**src/rtl/glp_pkg.sv**
```systemverilog
`timescale 1ns / 1ps
`default_nettype none

package glp_pkg;

    // Kind of an input item, carried on the input tuser bit.
    localparam logic REQ_CHAR = 1'b0;
    localparam logic REQ_EOL  = 1'b1;

    // Character codes the parser reacts to.
    localparam logic [7:0] CH_SPACE    = 8'h20;
    localparam logic [7:0] CH_TAB      = 8'h09;
    localparam logic [7:0] CH_CR       = 8'h0D;
    localparam logic [7:0] CH_SEMI     = 8'h3B;
    localparam logic [7:0] CH_LPAREN   = 8'h28;
    localparam logic [7:0] CH_DOT      = 8'h2E;
    localparam logic [7:0] CH_MINUS    = 8'h2D;
    localparam logic [7:0] CH_ZERO     = 8'h30;
    localparam logic [7:0] CH_NINE     = 8'h39;
    localparam logic [7:0] CH_G        = 8'h47;
    localparam logic [7:0] CH_X        = 8'h58;
    localparam logic [7:0] CH_Y        = 8'h59;
    localparam logic [7:0] CH_Z        = 8'h5A;
    localparam logic [7:0] CH_F        = 8'h46;
    localparam logic [7:0] CH_LOWER_A  = 8'h61;
    localparam logic [7:0] CH_LOWER_Z  = 8'h7A;
    localparam logic [7:0] CASE_OFFSET = 8'h20;

    // G number handling.
    localparam int unsigned   CODE_WIDTH = 14;
    localparam logic [13:0]   CODE_MAX   = 14'd9999;
    localparam logic [13:0]   CODE_LAST_MOTION = 14'd4;
    localparam logic [13:0]   CODE_INCH  = 14'd20;
    localparam logic [13:0]   CODE_MM    = 14'd21;
    localparam logic [13:0]   CODE_ABS   = 14'd90;
    localparam logic [13:0]   CODE_REL   = 14'd91;

    // Power of ten, used on elaboration-time arguments only.
    function automatic logic [63:0] pow10(input int n);
        logic [63:0] p;
        p = 64'd1;
        for (int i = 0; i < n; i++)
        begin
            p = p * 64'd10;
        end
        return p;
    endfunction

endpackage

`default_nettype wire

```
**src/rtl/glp_fixed_value.sv**
```systemverilog
`timescale 1ns / 1ps
`default_nettype none

// Turns an integer part, a fraction part and a sign into a saturated
// two's complement fixed-point value.
module glp_fixed_value
    import glp_pkg::*;
#(
    parameter int FRACTION_DIGITS = 3,
    parameter int VALUE_WIDTH     = 32
)
(
    input  wire logic [$clog2((64'd1 << (VALUE_WIDTH - 1)) / pow10(FRACTION_DIGITS)
                             + 64'd2) - 1:0] int_accum,
    input  wire logic [$clog2(pow10(FRACTION_DIGITS)) - 1:0] frac_accum,
    input  wire logic                     negative,
    output logic      [VALUE_WIDTH - 1:0] value
);

    localparam logic [63:0] VAL_LIMIT = 64'd1 << (VALUE_WIDTH - 1);
    localparam logic [63:0] SCALE     = pow10(FRACTION_DIGITS);
    localparam logic [63:0] INT_CAP   = VAL_LIMIT / SCALE + 64'd1;
    localparam int          IW        = $clog2(INT_CAP + 64'd1);
    localparam int          MW        = VALUE_WIDTH + 1;

    logic [MW-1:0] product;
    logic [MW-1:0] magnitude;
    logic [MW-1:0] limit;
    logic [MW-1:0] clipped;
    logic [MW-1:0] negated;
    logic          too_big;

    assign product   = MW'(int_accum) * MW'(SCALE);
    assign magnitude = product + MW'(frac_accum);
    assign limit     = MW'(VAL_LIMIT);
    assign too_big   = (int_accum >= IW'(INT_CAP));

    always_comb
    begin
        if (negative)
        begin
            clipped = (too_big || magnitude > limit) ? limit : magnitude;
        end
        else
        begin
            clipped = (too_big || magnitude > limit - MW'(1)) ? limit - MW'(1) : magnitude;
        end
        negated = MW'(0) - clipped;
        value   = negative ? negated[VALUE_WIDTH-1:0] : clipped[VALUE_WIDTH-1:0];
    end

endmodule

`default_nettype wire

```
**src/rtl/gcode_line_field_parser.sv**
```systemverilog
`timescale 1ns / 1ps
`default_nettype none

// An end of line is held in the input register, its result in the output register.
// Throughput: one input transfer per cycle, characters and end-of-line items alike;
// an end-of-line item waits only while the single output register is still full.
// Reset: rst_n clears asynchronously the line state, both valid flags and the four
// stored axis values; the block takes input from the first cycle after reset.
module gcode_line_field_parser
    import glp_pkg::*;
#(
    parameter int FRACTION_DIGITS = 3,
    parameter int VALUE_WIDTH     = 32
)
(
    input  wire logic        clk,
    input  wire logic        rst_n,

    // Input stream: one transfer per character or end of line.
    input  wire logic        s_tvalid,
    output logic             s_tready,
    input  wire logic [7:0]  s_tdata,   // [7:0] char_code
    input  wire logic        s_tuser,   // [0] req_type (0 = character, 1 = end of line)

    // Result stream: one transfer per line.
    output logic             m_tvalid,
    input  wire logic        m_tready,
    // From bit 0 up: accepted, g_code (14), x_value, y_value, z_value, feed_value
    // (VALUE_WIDTH each, two's complement), then zero fill to whole bytes.
    output logic [((15 + 4 * VALUE_WIDTH + 7) / 8) * 8 - 1:0] m_tdata
);

    // Number formats. The integer part is held up to a cap just above what can
    // still fit once scaled; the fraction part holds FRACTION_DIGITS digits.
    localparam logic [63:0] VAL_LIMIT = 64'd1 << (VALUE_WIDTH - 1);
    localparam logic [63:0] SCALE     = pow10(FRACTION_DIGITS);
    localparam logic [63:0] INT_CAP   = VAL_LIMIT / SCALE + 64'd1;
    localparam int          IW        = $clog2(INT_CAP + 64'd1);
    localparam int          FW        = $clog2(SCALE);
    localparam int          CW        = $clog2(FRACTION_DIGITS + 1);
    localparam int          OUT_W     = ((15 + 4 * VALUE_WIDTH + 7) / 8) * 8;
    localparam int          PAD_W     = OUT_W - 15 - 4 * VALUE_WIDTH;

    // Which word the current number belongs to.
    typedef enum logic [2:0] {
        T_NONE,
        T_G,
        T_X,
        T_Y,
        T_Z,
        T_F
    } target_t;

    // Where the reader stands inside an axis number.
    typedef enum logic [2:0] {
        PH_IDLE,
        PH_START,
        PH_SIGN,
        PH_INT,
        PH_DOT0,
        PH_FRAC
    } phase_t;

    // Input register.
    logic                     in_valid_reg, in_valid_next;
    logic                     in_type_reg;
    logic [7:0]               in_char_reg;

    // Line state.
    logic                     seen_nonspace_reg, seen_nonspace_next;
    logic                     comment_line_reg, comment_line_next;
    logic [4:0]               letters_seen_reg, letters_seen_next;
    target_t                  target_reg, target_next;
    phase_t                   phase_reg, phase_next;
    logic                     negative_reg, negative_next;
    logic [IW-1:0]            int_accum_reg, int_accum_next;
    logic [FW-1:0]            frac_accum_reg, frac_accum_next;
    logic [CW-1:0]            frac_count_reg, frac_count_next;
    logic [CODE_WIDTH-1:0]    code_accum_reg, code_accum_next;
    logic [VALUE_WIDTH-1:0]   axis_reg [4];
    logic [VALUE_WIDTH-1:0]   axis_next [4];

    // Output register.
    logic                     m_valid_reg, m_valid_next;
    logic [OUT_W-1:0]         m_tdata_reg, m_tdata_next;

    // Handshake. A character never needs the output side, so only an end of
    // line waits for room in the output register.
    logic                     out_free;
    logic                     proceed;
    logic                     in_take;

    assign out_free = !m_valid_reg || m_tready;
    assign proceed  = in_valid_reg && ((in_type_reg == REQ_CHAR) || out_free);
    assign s_tready = !in_valid_reg || proceed;
    assign in_take  = s_tvalid && s_tready;
    assign m_tvalid = m_valid_reg;
    assign m_tdata  = m_tdata_reg;

    // Character classification on the folded character.
    logic [7:0]               ch;
    logic                     is_space;
    logic                     is_digit;
    logic [3:0]               digit;
    logic                     opens_comment;
    logic                     skip_char;
    logic                     is_axis;
    logic [1:0]               axis_idx;
    logic [VALUE_WIDTH-1:0]   fin_value;

    always_comb
    begin
        if (in_char_reg >= CH_LOWER_A && in_char_reg <= CH_LOWER_Z)
        begin
            ch = in_char_reg - CASE_OFFSET;
        end
        else
        begin
            ch = in_char_reg;
        end
    end

    assign is_space      = (ch == CH_SPACE) || (ch >= CH_TAB && ch <= CH_CR);
    assign is_digit      = (ch >= CH_ZERO) && (ch <= CH_NINE);
    assign digit         = 4'(ch - CH_ZERO);
    assign opens_comment = !seen_nonspace_reg && ((ch == CH_SEMI) || (ch == CH_LPAREN));
    assign skip_char     = comment_line_reg || (!seen_nonspace_reg && is_space);
    assign is_axis       = (target_reg != T_NONE) && (target_reg != T_G);
    assign axis_idx      = 2'(target_reg - T_X);

    // The number being read, closed out as a saturated fixed-point value. The
    // same unit serves a number ended by a character and one ended by the line.
    glp_fixed_value #(
        .FRACTION_DIGITS (FRACTION_DIGITS),
        .VALUE_WIDTH     (VALUE_WIDTH)
    ) u_fix (
        .int_accum  (int_accum_reg),
        .frac_accum (frac_accum_reg),
        .negative   (negative_reg),
        .value      (fin_value)
    );

    // Digit steps: multiply by ten as two shifts and an add, then clamp.
    logic [IW+3:0]            int_wide;
    logic [IW-1:0]            int_stepped;
    logic [CODE_WIDTH+3:0]    code_wide;
    logic [CODE_WIDTH-1:0]    code_stepped;
    logic [FW-1:0]            frac_weight;
    logic [FW+3:0]            frac_add;

    always_comb
    begin
        int_wide    = ((IW + 4)'(int_accum_reg) << 3) + ((IW + 4)'(int_accum_reg) << 1)
                      + (IW + 4)'(digit);
        int_stepped = (int_wide > (IW + 4)'(INT_CAP)) ? IW'(INT_CAP) : int_wide[IW-1:0];

        code_wide    = ((CODE_WIDTH + 4)'(code_accum_reg) << 3)
                       + ((CODE_WIDTH + 4)'(code_accum_reg) << 1)
                       + (CODE_WIDTH + 4)'(digit);
        code_stepped = (code_wide > (CODE_WIDTH + 4)'(CODE_MAX)) ? CODE_MAX
                                                                 : code_wide[CODE_WIDTH-1:0];

        // Weight of the next fraction digit: the first one counts
        // 10^(FRACTION_DIGITS-1), the last one counts 1.
        frac_weight = '0;
        for (int i = 0; i < FRACTION_DIGITS; i++)
        begin
            if (frac_count_reg == CW'(i))
            begin
                frac_weight = FW'(pow10(FRACTION_DIGITS - 1 - i));
            end
        end
        frac_add = (FW + 4)'(frac_weight) * (FW + 4)'(digit);
    end

    // Letter decode for the words that start a number.
    target_t                  letter_tgt;
    logic [4:0]               letter_bit;

    always_comb
    begin
        unique case (ch)
            CH_G:
            begin
                letter_tgt = T_G;
                letter_bit = 5'b00001;
            end
            CH_X:
            begin
                letter_tgt = T_X;
                letter_bit = 5'b00010;
            end
            CH_Y:
            begin
                letter_tgt = T_Y;
                letter_bit = 5'b00100;
            end
            CH_Z:
            begin
                letter_tgt = T_Z;
                letter_bit = 5'b01000;
            end
            CH_F:
            begin
                letter_tgt = T_F;
                letter_bit = 5'b10000;
            end
            default:
            begin
                letter_tgt = T_NONE;
                letter_bit = 5'b00000;
            end
        endcase
    end

    // Values seen at the end of a line: the number still open is closed here.
    logic [VALUE_WIDTH-1:0]   eol_val [4];
    logic                     code_ok;

    always_comb
    begin
        for (int k = 0; k < 4; k++)
        begin
            eol_val[k] = (is_axis && axis_idx == 2'(k)) ? fin_value : axis_reg[k];
        end
    end

    assign code_ok = (code_accum_reg <= CODE_LAST_MOTION) || (code_accum_reg == CODE_INCH)
                     || (code_accum_reg == CODE_MM) || (code_accum_reg == CODE_ABS)
                     || (code_accum_reg == CODE_REL);

    // Next line state and result.
    logic                     consumed;
    logic                     finish;

    always_comb
    begin
        seen_nonspace_next = seen_nonspace_reg;
        comment_line_next  = comment_line_reg;
        letters_seen_next  = letters_seen_reg;
        target_next        = target_reg;
        phase_next         = phase_reg;
        negative_next      = negative_reg;
        int_accum_next     = int_accum_reg;
        frac_accum_next    = frac_accum_reg;
        frac_count_next    = frac_count_reg;
        code_accum_next    = code_accum_reg;
        for (int k = 0; k < 4; k++)
        begin
            axis_next[k] = axis_reg[k];
        end
        m_tdata_next = m_tdata_reg;
        consumed     = 1'b0;
        finish       = 1'b0;

        if (proceed && in_type_reg == REQ_EOL)
        begin
            if (!seen_nonspace_reg || comment_line_reg)
            begin
                // Empty, blank or comment line: accepted with nothing in it.
                m_tdata_next = OUT_W'(1);
            end
            else
            begin
                m_tdata_next = {{PAD_W{1'b0}}, eol_val[3], eol_val[2], eol_val[1],
                                eol_val[0], code_accum_reg, code_ok};
            end
            seen_nonspace_next = 1'b0;
            comment_line_next  = 1'b0;
            letters_seen_next  = '0;
            target_next        = T_NONE;
            phase_next         = PH_IDLE;
            negative_next      = 1'b0;
            int_accum_next     = '0;
            frac_accum_next    = '0;
            frac_count_next    = '0;
            code_accum_next    = '0;
            for (int k = 0; k < 4; k++)
            begin
                axis_next[k] = '0;
            end
        end
        else if (proceed && !skip_char)
        begin
            seen_nonspace_next = 1'b1;
            if (opens_comment)
            begin
                comment_line_next = 1'b1;
            end
            else
            begin
                if (target_reg == T_G)
                begin
                    if (is_digit)
                    begin
                        code_accum_next = code_stepped;
                        consumed        = 1'b1;
                    end
                    else
                    begin
                        finish = 1'b1;
                    end
                end
                else if (is_axis)
                begin
                    if (is_digit)
                    begin
                        consumed = 1'b1;
                        unique case (phase_reg) inside
                            PH_START, PH_SIGN:
                            begin
                                phase_next     = PH_INT;
                                int_accum_next = IW'(digit);
                            end
                            PH_INT:
                            begin
                                int_accum_next = int_stepped;
                            end
                            default:
                            begin
                                // Digits past the last fraction place are dropped.
                                phase_next = PH_FRAC;
                                if (frac_count_reg < CW'(FRACTION_DIGITS))
                                begin
                                    frac_accum_next = frac_accum_reg + frac_add[FW-1:0];
                                    frac_count_next = frac_count_reg + CW'(1);
                                end
                            end
                        endcase
                    end
                    else if (ch == CH_DOT)
                    begin
                        consumed = 1'b1;
                        if (phase_reg == PH_START || phase_reg == PH_SIGN)
                        begin
                            phase_next = PH_DOT0;
                        end
                        else if (phase_reg == PH_INT)
                        begin
                            phase_next = PH_FRAC;
                        end
                        else
                        begin
                            finish = 1'b1;
                        end
                    end
                    else if (ch == CH_MINUS)
                    begin
                        consumed = 1'b1;
                        if (phase_reg == PH_START)
                        begin
                            phase_next    = PH_SIGN;
                            negative_next = 1'b1;
                        end
                        else
                        begin
                            finish = 1'b1;
                        end
                    end
                    else
                    begin
                        finish = 1'b1;
                    end
                end

                if (finish)
                begin
                    if (is_axis)
                    begin
                        axis_next[axis_idx] = fin_value;
                    end
                    target_next = T_NONE;
                    phase_next  = PH_IDLE;
                end

                // Only the first copy of each letter opens a number; a repeat
                // merely closed the one before it.
                if (!consumed && letter_tgt != T_NONE
                    && (letters_seen_reg & letter_bit) == 5'b00000)
                begin
                    letters_seen_next = letters_seen_reg | letter_bit;
                    target_next       = letter_tgt;
                    phase_next        = PH_START;
                    negative_next     = 1'b0;
                    int_accum_next    = '0;
                    frac_accum_next   = '0;
                    frac_count_next   = '0;
                end
            end
        end
    end

    always_comb
    begin
        if (in_take)
        begin
            in_valid_next = 1'b1;
        end
        else if (proceed)
        begin
            in_valid_next = 1'b0;
        end
        else
        begin
            in_valid_next = in_valid_reg;
        end

        if (proceed && in_type_reg == REQ_EOL)
        begin
            m_valid_next = 1'b1;
        end
        else if (m_tready)
        begin
            m_valid_next = 1'b0;
        end
        else
        begin
            m_valid_next = m_valid_reg;
        end
    end

    always_ff @(posedge clk or negedge rst_n)
    begin
        if (!rst_n)
        begin
            in_valid_reg      <= 1'b0;
            m_valid_reg       <= 1'b0;
            seen_nonspace_reg <= 1'b0;
            comment_line_reg  <= 1'b0;
            letters_seen_reg  <= '0;
            target_reg        <= T_NONE;
            phase_reg         <= PH_IDLE;
            negative_reg      <= 1'b0;
            int_accum_reg     <= '0;
            frac_accum_reg    <= '0;
            frac_count_reg    <= '0;
            code_accum_reg    <= '0;
            for (int k = 0; k < 4; k++)
            begin
                axis_reg[k] <= '0;
            end
        end
        else
        begin
            in_valid_reg      <= in_valid_next;
            m_valid_reg       <= m_valid_next;
            seen_nonspace_reg <= seen_nonspace_next;
            comment_line_reg  <= comment_line_next;
            letters_seen_reg  <= letters_seen_next;
            target_reg        <= target_next;
            phase_reg         <= phase_next;
            negative_reg      <= negative_next;
            int_accum_reg     <= int_accum_next;
            frac_accum_reg    <= frac_accum_next;
            frac_count_reg    <= frac_count_next;
            code_accum_reg    <= code_accum_next;
            for (int k = 0; k < 4; k++)
            begin
                axis_reg[k] <= axis_next[k];
            end
        end
    end

    // Payload registers carry no reset.
    always_ff @(posedge clk)
    begin
        if (in_take)
        begin
            in_type_reg <= s_tuser;
            in_char_reg <= s_tdata;
        end
        m_tdata_reg <= m_tdata_next;
    end

`ifndef SYNTHESIS
    // A comment line can only have been recognized at its first non-space character.
    a_comment_needs_text: assert property (@(posedge clk) disable iff (!rst_n)
        comment_line_reg |-> seen_nonspace_reg)
        else $error("comment line flagged before any text");

    // A number is being read exactly when some word owns it.
    a_target_phase: assert property (@(posedge clk) disable iff (!rst_n)
        (target_reg == T_NONE) == (phase_reg == PH_IDLE))
        else $error("number phase and target disagree");

    // The G number never passes its saturation point.
    a_code_range: assert property (@(posedge clk) disable iff (!rst_n)
        code_accum_reg <= CODE_MAX)
        else $error("G number above its limit");

    // Closing a line leaves the parser clean and a result waiting.
    a_eol_clears: assert property (@(posedge clk) disable iff (!rst_n)
        (proceed && in_type_reg == REQ_EOL) |=>
        (m_valid_reg && !seen_nonspace_reg && letters_seen_reg == 5'b00000
         && target_reg == T_NONE))
        else $error("line state not cleared after end of line");
`endif

endmodule

`default_nettype wire

```
**config.mk**
```make
export PLATFORM = sky130hd
export DESIGN_NAME = gcode_line_field_parser
export DESIGN_NICKNAME = d
export VERILOG_FILES = /design/src/rtl/glp_pkg.sv /design/src/rtl/glp_fixed_value.sv /design/src/rtl/gcode_line_field_parser.sv
export SDC_FILE = /design/constraint.sdc
export NUM_CORES = 1
export LEC_CHECK = 0
export ABC_AREA = 1
export BUFFER_PORTS_ARGS = -buffer_cell sky130_fd_sc_hd__buf_2
export CORE_ASPECT_RATIO = 0.75
export CORE_MARGIN = 5
export CORE_UTILIZATION = 40
export CTS_CLUSTER_DIAMETER = 150
export CTS_CLUSTER_SIZE = 25
export DETAILED_ROUTE_END_ITERATION = 6
export PLACE_DENSITY = 0.55
export SETUP_SLACK_MARGIN = 0.2
export SLEW_MARGIN = 20
export SYNTH_ARGS = -nofsm -noshare
export SYNTH_HDL_FRONTEND = slang
export SYNTH_HIERARCHICAL = 1
export SYNTH_SLANG_ARGS = --single-unit
export TNS_END_PERCENT = 20
```
**constraint.sdc**
```tcl
create_clock -name clk -period 10.3 [get_ports clk]
set_clock_uncertainty 0.2 [all_clocks]
set_input_delay 0.515 -clock clk [delete_from_list [all_inputs] [get_ports clk]]
set_output_delay 0.515 -clock clk [all_outputs]
set_load 0.02 [all_outputs]
```
Yosys cells after proc, flatten, opt, wreduce, memory -nomap -nowiden
Index checks and enable logic that the tools add are counted.
{"block": "totals", "regBits": 345, "input_bits": 13, "wordCells": 273}
{"block": "classes", "n_addsub": 11, "mul": 2, "n_lt_le_gt_ge": 15, "eq_ne": 32, "n_mux": 118, "bitwise": 4, "reduce_logical": 71}
{"operator": "$mux W128", "n": 5}
{"operator": "$mux W32", "n": 9}
{"operator": "$mux W22", "n": 8}
{"operator": "$bwmux W128", "n": 1}
{"operator": "$mux W10", "n": 9}
{"operator": "$mux W14", "n": 6}
{"operator": "$demux W32 S2", "n": 1}
{"operator": "$mux W3", "n": 18}
{"operator": "$pmux W22 S2", "n": 1}
{"operator": "$eq A8 B6 Y1 const B", "n": 5}
{"operator": "$eq A8 B7 Y1 const B", "n": 5}
{"operator": "$mux W1", "n": 40}
{"operator": "$add A32 B10 Y33", "n": 1}
{"operator": "$gt A33 B31 Y1 const B", "n": 1}
{"operator": "$gt A33 B32 Y1 const B", "n": 1}
{"operator": "$sub A1 B32 Y32 const A", "n": 1}
{"operator": "$mul A22 B7 Y29 const B", "n": 1}
{"operator": "$eq A14 B5 Y1 const B", "n": 2}
{"operator": "$eq A14 B7 Y1 const B", "n": 2}
{"operator": "$add A25 B23 Y26", "n": 1}
{"operator": "$add A26 B4 Y26", "n": 1}
{"operator": "$gt A26 B22 Y1 const B", "n": 1}
{"operator": "$pmux W5 S5", "n": 1}
{"operator": "$reduce_bool A3 Y1", "n": 8}
{"operator": "other kinds (55)", "n": 124}

Depth between registers and ports, before layout
Gate-level depths: netlist of run 1.
{"block": "depth", "ltp_word": 19, "mapped_depth": 49, "mapped_depth_nobuf": 47}

Hierarchy
Netlist of run 1, hierarchy kept.
{"mod": "gcode_line_field_parser", "n_inst": 1, "cells_each": 2176, "area_per_inst_um2": 18811.8, "seq_area_each_um2": 9369.0}
{"mod": "glp_fixed_value", "n_inst": 1, "cells_each": 1228, "area_per_inst_um2": 7378.3, "seq_area_each_um2": 0.0}

Least setup slack after synthesis of run 1
OpenSTA, ideal clock, no wires.
{"block": "synth_path", "path_kind": "register to register", "startpoint": "reg int_accum_reg[1]", "endpoint": "reg m_tdata_reg[51] (netlist: m_tdata[51]), data pin", "setup_time_ns": 0.267, "arrival_time_ns": 6.258, "t_required_ns": 9.833, "slack_ns": 3.576, "path_stages_with_launch": 35, "synth_period_minus_slack_ns": 6.724, "cell_sequence": "dfrtp_1 inv_1 fa_1 fa_1 fa_1 fa_1 inv_1 ha_1 nand2_1 nand2_1 a21oi_1 nand2_2 nand2_1 nand2_1 nor2_1 nand3_4 inv_2 nand2_1 nor3_1 nand3_1 nand2_2 a21oi_2 inv_2 buf_2 buf_1 nand2_1 inv_1 ha_1 nand2_2 nor2_4 inv_2 nand2_1 mux2_1 inv_1 a21oi_1"}
{"block": "synth_via", "elab_chain_cells": 9, "elab_cells_between_ends": 13}
{"item": "start, declared", "line_no": "gcode_line_field_parser.sv:76", "rtl": "logic [IW-1:0] int_accum_reg, int_accum_next;"}
{"item": "start signal, assigned", "line_no": "gcode_line_field_parser.sv:453", "rtl": "int_accum_reg <= int_accum_next;"}
{"item": "$mul A22 B7 Y29", "line_no": "glp_fixed_value.sv:33", "rtl": "assign product = MW'(int_accum) * MW'(SCALE);"}
{"item": "$add A32 B10 Y33", "line_no": "glp_fixed_value.sv:34", "rtl": "assign magnitude = product + MW'(frac_accum);"}
{"item": "$gt A33 B31 Y1 / $gt A33 B32 Y1 (equally long branches)", "line_no": "glp_fixed_value.sv:46, glp_fixed_value.sv:42"}
{"item": "$logic_or A1 B1 Y1, on equally long branches", "line_no": "glp_fixed_value.sv:46, glp_fixed_value.sv:42"}
{"item": "$mux W32, on equally long branches", "line_no": "glp_fixed_value.sv:46, glp_fixed_value.sv:42"}
{"item": "$mux W32 (*)", "line_no": "glp_fixed_value.sv:40", "rtl": "if (negative)"}
{"item": "$sub A1 B32 Y32", "line_no": "glp_fixed_value.sv:48", "rtl": "negated = MW'(0) - clipped;"}
{"item": "$mux W32 (*)", "line_no": "glp_fixed_value.sv:49", "rtl": "value = negative ? negated[VALUE_WIDTH-1:0] : clipped[VALUE_WIDTH-1:0];"}
{"item": "named net fin_value[4]", "line_no": "gcode_line_field_parser.sv:109", "rtl": "logic [VALUE_WIDTH-1:0] fin_value;"}
{"item": "$mux W32 (*)", "line_no": "gcode_line_field_parser.sv:224", "rtl": "eol_val[k] = (is_axis && axis_idx == 2'(k)) ? fin_value : axis_reg[k];"}
{"item": "end signal, assigned", "line_no": "gcode_line_field_parser.sv:472", "rtl": "m_tdata_reg <= m_tdata_next;"}
{"item": "end, declared", "line_no": "gcode_line_field_parser.sv:85", "rtl": "logic [OUT_W-1:0] m_tdata_reg, m_tdata_next;"}
Mark *: on every way through the listed nets, which the timed path passes. The rest lies on a longest branch.
A chain may end at the register's enable or synchronous reset.

Worst setup path in the final report of run 1
{"block": "layout_path", "startpoint": "reg int_accum_reg[4]", "endpoint": "reg m_tdata_reg[141] (netlist: m_tdata[141]), data pin"}
The elaborated chain is that of the path after synthesis.

==> results of run 1 <==
## kinds of logic after synthesis
logic type | after synthesis | share of synthesized area, %
flip-flops | 344 | 35.8
adder cells (fa/ha/maj) | 274 | 15.8
AO/OA/AOI/OAI | 566 | 11.5
XOR/XNOR | 38 | 1.27
other | 1 | 0.0143
buffers and inverters | 704 | 10.6
multiplexers | 2 | 0.0860
AND/OR/NAND/NOR | 1475 | 24.9
## area by class of cell
cell class	instances	area, sq um
clock inverter	3	33.8
antenna	1	2.50
multi-input combinational	2356	14100
fill	6685	36700
inverter	592	2230
sequential	344	9370
tap	871	1090
timing repair buffer	185	1050
clock buffer	29	513
## worst register-to-register path: cells and delay by family (launching register included)
kind | cells | cell delay (ns)
flip-flops | 1 | 0.56
AO/OA/AOI/OAI | 3 | 0.37
buffers and inverters | 5 | 1.20
adder cells (fa/ha/maj) | 6 | 2.63
AND/OR/NAND/NOR | 19 | 2.65
## power groups by stage
stage	clock network, mW	registers, mW	logic, mW
floorplan	0	1.73	3.23
global placement	0	1.72	4.28
detailed placement	0	1.72	4.29
CTS	0.854	1.69	4.32
global route	0.901	1.70	4.97
finish	0.829	1.69	4.36
## synthesized netlist by cell type (3+ instances only)
library cell,number
a21oi_1,205
a21oi_4,4
and2_1,4
buf_1,10
buf_2,35
buf_4,6
buf_6,7
clkbuf_1,53
clkinv_1,3
dfrtp_1,192
edfxtp_1,152
fa_1,96
ha_1,178
inv_1,577
inv_2,11
nand2_1,836
nand2_2,35
nand2_4,9
nand3_1,211
nand3_2,21
nand3_4,3
nand3b_1,13
nand4_1,52
nor2_1,215
nor2_2,27
nor2_4,8
nor3_1,29
nor4_1,3
o21a_1,7
o21ai_0,245
o21ai_1,68
o21ai_2,6
o21bai_1,6
o22ai_1,11
or2_2,3
xnor2_1,13
xor2_1,25
## through the flow
step | power [mW] | cell area (sq um) | instances | worst slack [ns]
final | 6.87 | 28400 | 4381 | 2.42
after floorplan | 4.97 | 26200 | 3404 | 3.58
after global placement | 5.99 | 27700 | 4335 | 2.49
after CTS | 6.86 | 28400 | 4379 | 2.44
after detailed placement | 6.01 | 27700 | 4335 | 2.48
after global routing | 7.57 | 28400 | 4380 | 1.59
## routing by layer
metal	up-vias	GRT usage [%]	share of wire, %
met5	-	0	0.018
met4	2	2.06	1.0
met3	38	2.87	5.5
met2	478	29.6	41
met1	10300	31.6	52
li1	11100	-	-
## how the worst min path moves through the flow
stage	from	endpoint	slack, ns	cells after the start
4_1_cts	phase_reg[1]	phase_reg[1]	0.31	2
2_1_floorplan	rst_n	axis_reg[0]	0.02	0
5_1_grt	letters_seen_reg[0]	letters_seen_reg[0]	0.32	1
3_3_place_gp	negative_reg	negative_reg	0.28	2
6_report	letters_seen_reg[0]	letters_seen_reg[0]	0.31	1
3_5_place_dp	phase_reg[1]	phase_reg[1]	0.28	2
## what timing repair did
item | in CTS | in global routing
hold buffers | 12 | 0
resized for setup | 0 | 0
endpoints found under the setup margin | 0 | 0
endpoints found under the hold margin | 83 | 0
==> run metrics, run 1 <==
outcome=completed; FF-to-FF setup slack=about 2.4 ns; GRT Util Overall=19.9%; Worst slew margin=22.1%; Setup crit start kind=flip-flop; Hold Path Class=reg2reg; clk sinks=344; FMAX=127 MHz; share of flip-flops with an asynchronous set or reset=55.8%; first-pass GRT wire length=around 110000 microns; DR vias=between 20000 and 25000; CTS Buf Count=18; syn nets=3691; Max-cap violations=0; R2R cell count=33; synthesis-to-finish area growth=8.39%; largest net degree at the start of global routing=103; switching share of total power=52.5%; CTS tree=built; commonest non-fill, non-tap cell in the layout=nand2_1; crit path max-delay cell type=inv_2; CP Depth=33; Clock Latency Late Sink=0.55 ns; DR vias/cell=5.00; reg-to-reg endpoint=m_tdata[141]; Port Buffers=157; Primary FF master, synth=dfrtp_1; Pre-antenna DRT Iters=6; number of global-route vias before repair=roughly 21000; Leakage=approximately 14 nW; Die Ht=232 microns; Core ar.=0.0651 sq mm; unrepaired setup endpoints after global routing=false; DRC violations left=0; post-synth top area cell=dfrtp_1; crit path kind=reg2reg; antenna violations before repair=4; Tightest Pin Transition=1.17 ns; H-tree levels=1; Clock Power Share=roughly 12%; Setup TNS=0 ns; max incr delay on CP=0.73 ns; flip-flop count of the largest register after layout=143; period utilization=76.5%; CP endpoint kind=flip-flop; # rows=81; critical path's top delay family=adder cells; Clock Pin Slew Worst Setup and Hold Paths=~0.11 ns; most frequent cells in the layout=nand2_1 (835), inv_1 (576), o21ai_0 (245); Starting Density=40.3%; critical path launch point=int_accum_reg[4]; Int Power=3.26 mW; Clock Root Buffer=clkbuf_16; die area=a little over 0.07 sq mm; fin util=43.6%; Psw=3.61 mW; final worst path period need=7.88 ns; Longest Clk Path Bufs=3; dpl hpwl=53600 microns; final-report max-slew violation count=0; nets@finish=about 3800; Yosys Warn Count=6; worst-path maximum fanout=between 50 and 60; Top Ports=159; Synth cell types=just under 60; peak supply drop=268 uV; Post-DRT Antenna Nets=0; Critical Path RT=10.35 ns; Post-synth EDFFs=152; Syn Inst Count=around 3400; postcts setup bufs=0; Chip Width=between 300 and 400 microns; CP endpoint=m_tdata[141]; sum of buffers and inverters on the critical path=5; mean post-synth cell area=7.69 sq um; DR iter-0 viols=1784; sequential share of power=24.5%; final setup vio count=0; arrival time at the worst endpoint=7.93 ns; GRT overflow=0; Yosys top cell area share=approximately 18%; sequential fraction of the synthesis area=35.8%; Syn Std Cell Area=0.0262 sq mm; Synth area leaders=dfrtp_1 (18%), edfxtp_1 (17%), nand2_1 (12%); fraction of final layout cells sized beyond drive strength 1=9.63%; Pwr per Cell Area=242 mW/mm^2; WL per Instance=16.4 microns; Final Hold Violating Endpoints=0; combinational share of power=63.4%; Routed WL=between 70000 and 80000 microns; gpl congestion=0.911; synthesized flop and latch total=roughly 340; WHS=roughly 0.3 ns; Worst R2R Start=int_accum_reg[4]
(Power assumes the default switching activity.)
==> run 2: changes to the inputs <==
- PLACE_DENSITY: 0.55 -> 0.57
- clock period: 10.3 -> 6.7 ns (I/O delays scaled with it)
==> run metrics, run 2 (synthesis results as in run 1) <==
Tightest Pin Transition=1.26 ns; Final Hold Violating Endpoints=0; FF-to-FF setup slack=-0.02 ns; Routed WL=75100 microns; unrepaired setup endpoints after global routing=true; final-report max-slew violation count=0; arrival time at the worst endpoint=6.88 ns; Pwr per Cell Area=approximately 420 mW/mm^2; period utilization=100%; Clock Latency Late Sink=approximately 0.54 ns; die area=0.0707 sq mm; failing checks=setup timing; number of global-route vias before repair=22300; crit path kind=reg2reg; Top Ports=159; H-tree levels=1; Setup TNS=-0.0165 ns; GRT Util Overall=20.5%; CP endpoint kind=flip-flop; final worst path period need=6.72 ns; commonest non-fill, non-tap cell in the layout=nand2_1; final setup vio count=1; DR iter-0 viols=approximately 1600; Worst R2R Start=int_accum_reg[1]; DR vias/cell=4.98; Die Ht=232 microns; Pre-antenna DRT Iters=5; nets@finish=slightly above 4000; GRT overflow=0; outcome=finished with violations; first-pass GRT wire length=120000 microns; flip-flop and latch area=around 0.0094 sq mm; most frequent cells in the layout=nand2_1 (688), inv_1 (491), buf_4 (274); antenna violations before repair=0; most frequent CP cell=nand2_2; Worst slew margin=15.7%; crit path max-delay cell type=fa_1; flip-flop count of the largest register after layout=roughly 140; Chip Width=around 310 microns; R2R cell count=37; Clock Root Buffer=clkbuf_16; final instance area=roughly 0.032 sq mm; Max-cap violations=0; Placed Area=0.0294 sq mm; worst setup margin=-0.0165 ns; critical path launch point=int_accum_reg[1]; Port Buffers=157; Longest Clk Path Bufs=3; max incr delay on CP=0.57 ns; DR vias=23200; Critical Path RT=6.87 ns; synthesis-to-finish area growth=23.8%; Setup crit start kind=flip-flop; Starting Density=roughly two fifths; Clock Pin Slew Worst Setup and Hold Paths=0.11 ns; DRC violations left=0; Leakage=approximately 16 nW; FILL cells=6382; Post-DRT Antenna Nets=0; CTS tree=built; peak supply drop=606 uV; area of the multi-input gates=0.0159 sq mm; largest net degree at the start of global routing=99; FMAX=around 150 MHz; # rows=81; WL per Instance=approximately 16 microns; fraction of final layout cells sized beyond drive strength 1=26.8%; Core ar.=0.0651 sq mm; gpl congestion=a little over 0.9; reg-to-reg endpoint=axis_reg[31]; worst-path maximum fanout=8; Hold Path Class=in2async; CTS Buf Count=17; dpl hpwl=55100 microns; clk sinks=344
==> run 2: cell count changes in the layout (fill, tap and decap cells not counted), moves of 30 or more <==
cell | previous run | this run
a21oi_1 | 205 | 175
buf_4 | 15 | 274
inv_1 | 576 | 491
inv_2 | 11 | 87
nand2_1 | 835 | 688
nand2_2 | 35 | 137
nand2_4 | 10 | 51
nand3_1 | 211 | 175
nor2_1 | 212 | 162
nor2_4 | 14 | 49
==> run 2: final cells by class <==
class / count / area share (%)
Clock buffer: 27 / 1.43
Sequential cell: 344 / 28.9
Antenna cell: 3 / 0.0231
Timing Repair Buffer: 469 / 10.3
Inverter: 592 / 6.95
Multi-Input combinational cell: 2356 / 49.0
Clock inverter: 2 / 0.0309
Tap cell: 871 / 3.36
==> run 2: metal layers <==
metal	track usage [%]	vias to the layer above	part of all wire [%]
met5	0	-	0
met4	2.23	0	1.1
met3	3.20	54	5.7
met2	31.0	497	42
met1	32.2	11000	51
li1	-	11700	-
==> run 2: per-stage QoR <==
step                hold slack (ns)  total power [mW]  std cells  setup slack (ns)  utilization, %
floorplan                    -0.161              7.64       3404             0.203               -
global route                  0.280              15.0       4661            -0.337            49.8
detailed placement            0.281              10.3       4557            -0.212            45.2
CTS                           0.273              12.6       4632             0.118            47.6
finish                        0.191              13.8       4664           -0.0165            49.8
global placement              0.285              10.3       4557            -0.176            45.2
==> run 2: worst max-delay path: cells and delay by family (launching register included) <==
kind,cells,cell delay [ns]
fa+ha+maj,5,2.38
xor+xnor,1,0.17
buf+inv,7,0.67
simple gates,22,2.40
flops,1,0.43
compound gates,2,0.29
==> run 2: worst max path at each step <==
stage | to | slack, ns | cells past startpoint
floorplan | m_tdata[51] | 0.20 | 35
global route | axis_reg[49] | -0.34 | 39
global placement | axis_reg[29] | -0.18 | 38
CTS | axis_reg[15] | 0.12 | 37
finish | axis_reg[31] | -0.02 | 37
detailed placement | axis_reg[49] | -0.21 | 38
==> run 2: repair_timing <==
action / 4_1_cts / 5_1_grt
pin swaps: 72 / 114
hold buffers: 14 / 0
gates cloned: 1 / 2
gates resized for setup: 197 / 357
endpoints found under the hold margin: 105 / 0
setup endpoints to repair: 244 / 256
buffers inserted: 31 / 27
==> run 2: where the power goes <==
part	switching (mW)	internal [mW]
Sequential	0.151	2.43
Combinational	5.95	4.08
Clock	0.685	0.485
==> run 3: changes to the inputs <==
- CTS_BUF_LIST: unset -> sky130_fd_sc_hd__clkbuf_8
==> run metrics, run 3 (synthesis results as in run 1) <==
outcome=finished with violations; failing checks=setup timing; Setup crit start kind=flip-flop; DR vias/cell=4.96; worst-path maximum fanout=8; unrepaired setup endpoints after global routing=true; DR iter-0 viols=1719; CTS Buf Count=17; Psw=6.50 mW; clk sinks=roughly 340; fin util=48.7%; CP endpoint kind=flip-flop; Int Power=6.57 mW; dpl hpwl=55100 microns; final worst path period need=6.75 ns; synthesis-to-finish area growth=21.1%; R2R cell count=40; DRC violations left=0; final setup vio count=8; Tightest Pin Transition=1.15 ns; most frequent cells in the layout=nand2_1 (721), inv_1 (511), buf_4 (286); Placed Area=0.0294 sq mm; GRT Util Overall=20.6%; CTS tree=built; final instance area=0.0317 sq mm; number of global-route vias before repair=22400; largest net degree at the start of global routing=between 90 and 100; Final Hold Violating Endpoints=0; peak supply drop=484 uV; period utilization=101%; DR vias=around 23000; GRT overflow=0; fraction of final layout cells sized beyond drive strength 1=25.2%; FMAX=about 150 MHz; H-tree levels=1; final non-filler cell total=4666; Pre-antenna DRT Iters=6; Chip Width=a little over 300 microns; max incr delay on CP=~0.60 ns; gpl congestion=0.922; Inst Count DP=4557; most frequent CP cell=nand2_4; switching share of total power=49.8%; WL per Instance=around 16 microns; Hold Path Class=in2async; Core ar.=0.0651 sq mm; Starting Density=40.3%; Clock Power Share=under 10%; critical path launch point=int_accum_reg[5]; flip-flop count of the largest register after layout=143; Clock Latency Late Sink=between 0.6 and 0.7 ns; Routed WL=74600 microns; antenna violations before repair=0; worst setup margin=-0.0481 ns; Worst slew margin=23.3%; Port Buffers=around 160; Pwr per Cell Area=412 mW/mm^2; crit path kind=reg2reg; Max-cap violations=0; FILL cells=6473; Leakage=15.8 nW; crit path max-delay cell type=fa_2; # rows=81; Post-DRT Antenna Nets=0; commonest non-fill, non-tap cell in the layout=nand2_1; Place WS=-0.212 ns; nets@finish=approximately 4100; Power, Total=13.1 mW; sequential share of power=slightly below 20%; Clock Pin Slew Worst Setup and Hold Paths=~0.18 ns; final-report max-slew violation count=0; first-pass GRT wire length=~120000 microns; Top Ports=159; combinational share of power=73.3%; Clock Root Buffer=clkbuf_8; die area=between 0.07 and 0.08 sq mm; Longest Clk Path Bufs=3; Critical Path RT=6.97 ns; Die Ht=between 200 and 250 microns; arrival time at the worst endpoint=~7.0 ns; Worst R2R Start=int_accum_reg[5]
-- run 3: cell types whose count changed in the layout (fill, tap and decap cells not counted), sizes merged --
cell,previous run,this run
clkbuf,30,18
buf,452,457
clkinv,4,3
inv,590,601
diode,3,2
-- run 3: layout make-up --
class | instances | area, sq um | area share (%)
antenna | 2 | 5.00 | 0.0158
clock inverter | 12 | 47.5 | 0.150
tap | 871 | 1090 | 3.44
inverter | 592 | 2250 | 7.09
multi-input combinational | 2356 | 15400 | 48.6
timing repair buffer | 472 | 3300 | 10.4
sequential | 344 | 9370 | 29.6
clock buffer | 17 | 234 | 0.738
-- run 3: metrics by stage --
step	hold WS [ns]	setup TNS, ns
floorplan	-0.161	0
global placement	0.285	-12.31
detailed placement	0.281	-16.30
CTS	0.173	0
global route	0.193	-69.08
finish	0.113	-0.169
-- run 3: worst max-delay path: cells and delay by family, from the launching register on --
kind	cells	cell delay, ns
AOI/OAI and AO/OA	2	0.27
adders and majority gates	6	2.47
buffers and inverters	7	0.71
DFF	1	0.43
and+or+nand+nor	25	2.53
-- run 3: worst paths after layout --
check	slack [ns]	to
setup / recovery	-0.05	axis_reg[16]
hold / removal	0.11	int_accum_reg[18]
setup reg to reg	-0.05	axis_reg[16]
hold reg to reg	0.32	letters_seen_reg[0]
max in group asynchronous	5.00	axis_reg[33]
min in group clk	0.21	in_char_reg[5]
-- run 3: routing by layer --
layer / up-vias / GRT usage [%] / wire (microns)
met4: 0 / 2.41 / 741
met1: 10900 / 32.4 / 38000
met2: 490 / 31.1 / 31500
li1: 11700 / - / -
met5: - / 0 / 0
met3: 50 / 3.06 / 4380
-- run 3: power groups by stage --
| stage | sequential, mW | clock (mW) | combinational (mW) |
|---|---|---|---|
| floorplan | 2.67 | 0 | 4.97 |
| CTS | 2.58 | 0.928 | 8.90 |
| global route | 2.60 | 1.01 | 10.6 |
| detailed placement | 2.62 | 0 | 7.70 |
| finish | 2.58 | 0.904 | 9.58 |
| global placement | 2.61 | 0 | 7.70 |
-- run 3: repair_timing --
action / CTS / global route
resized for setup: 208 / 218
hold buffers: 14 / 0
endpoints found under the hold margin: 105 / 0
endpoints found under the setup margin: 246 / 256
buffers inserted: 43 / 19
pin swaps: 71 / 77
gates cloned: 1 / 1
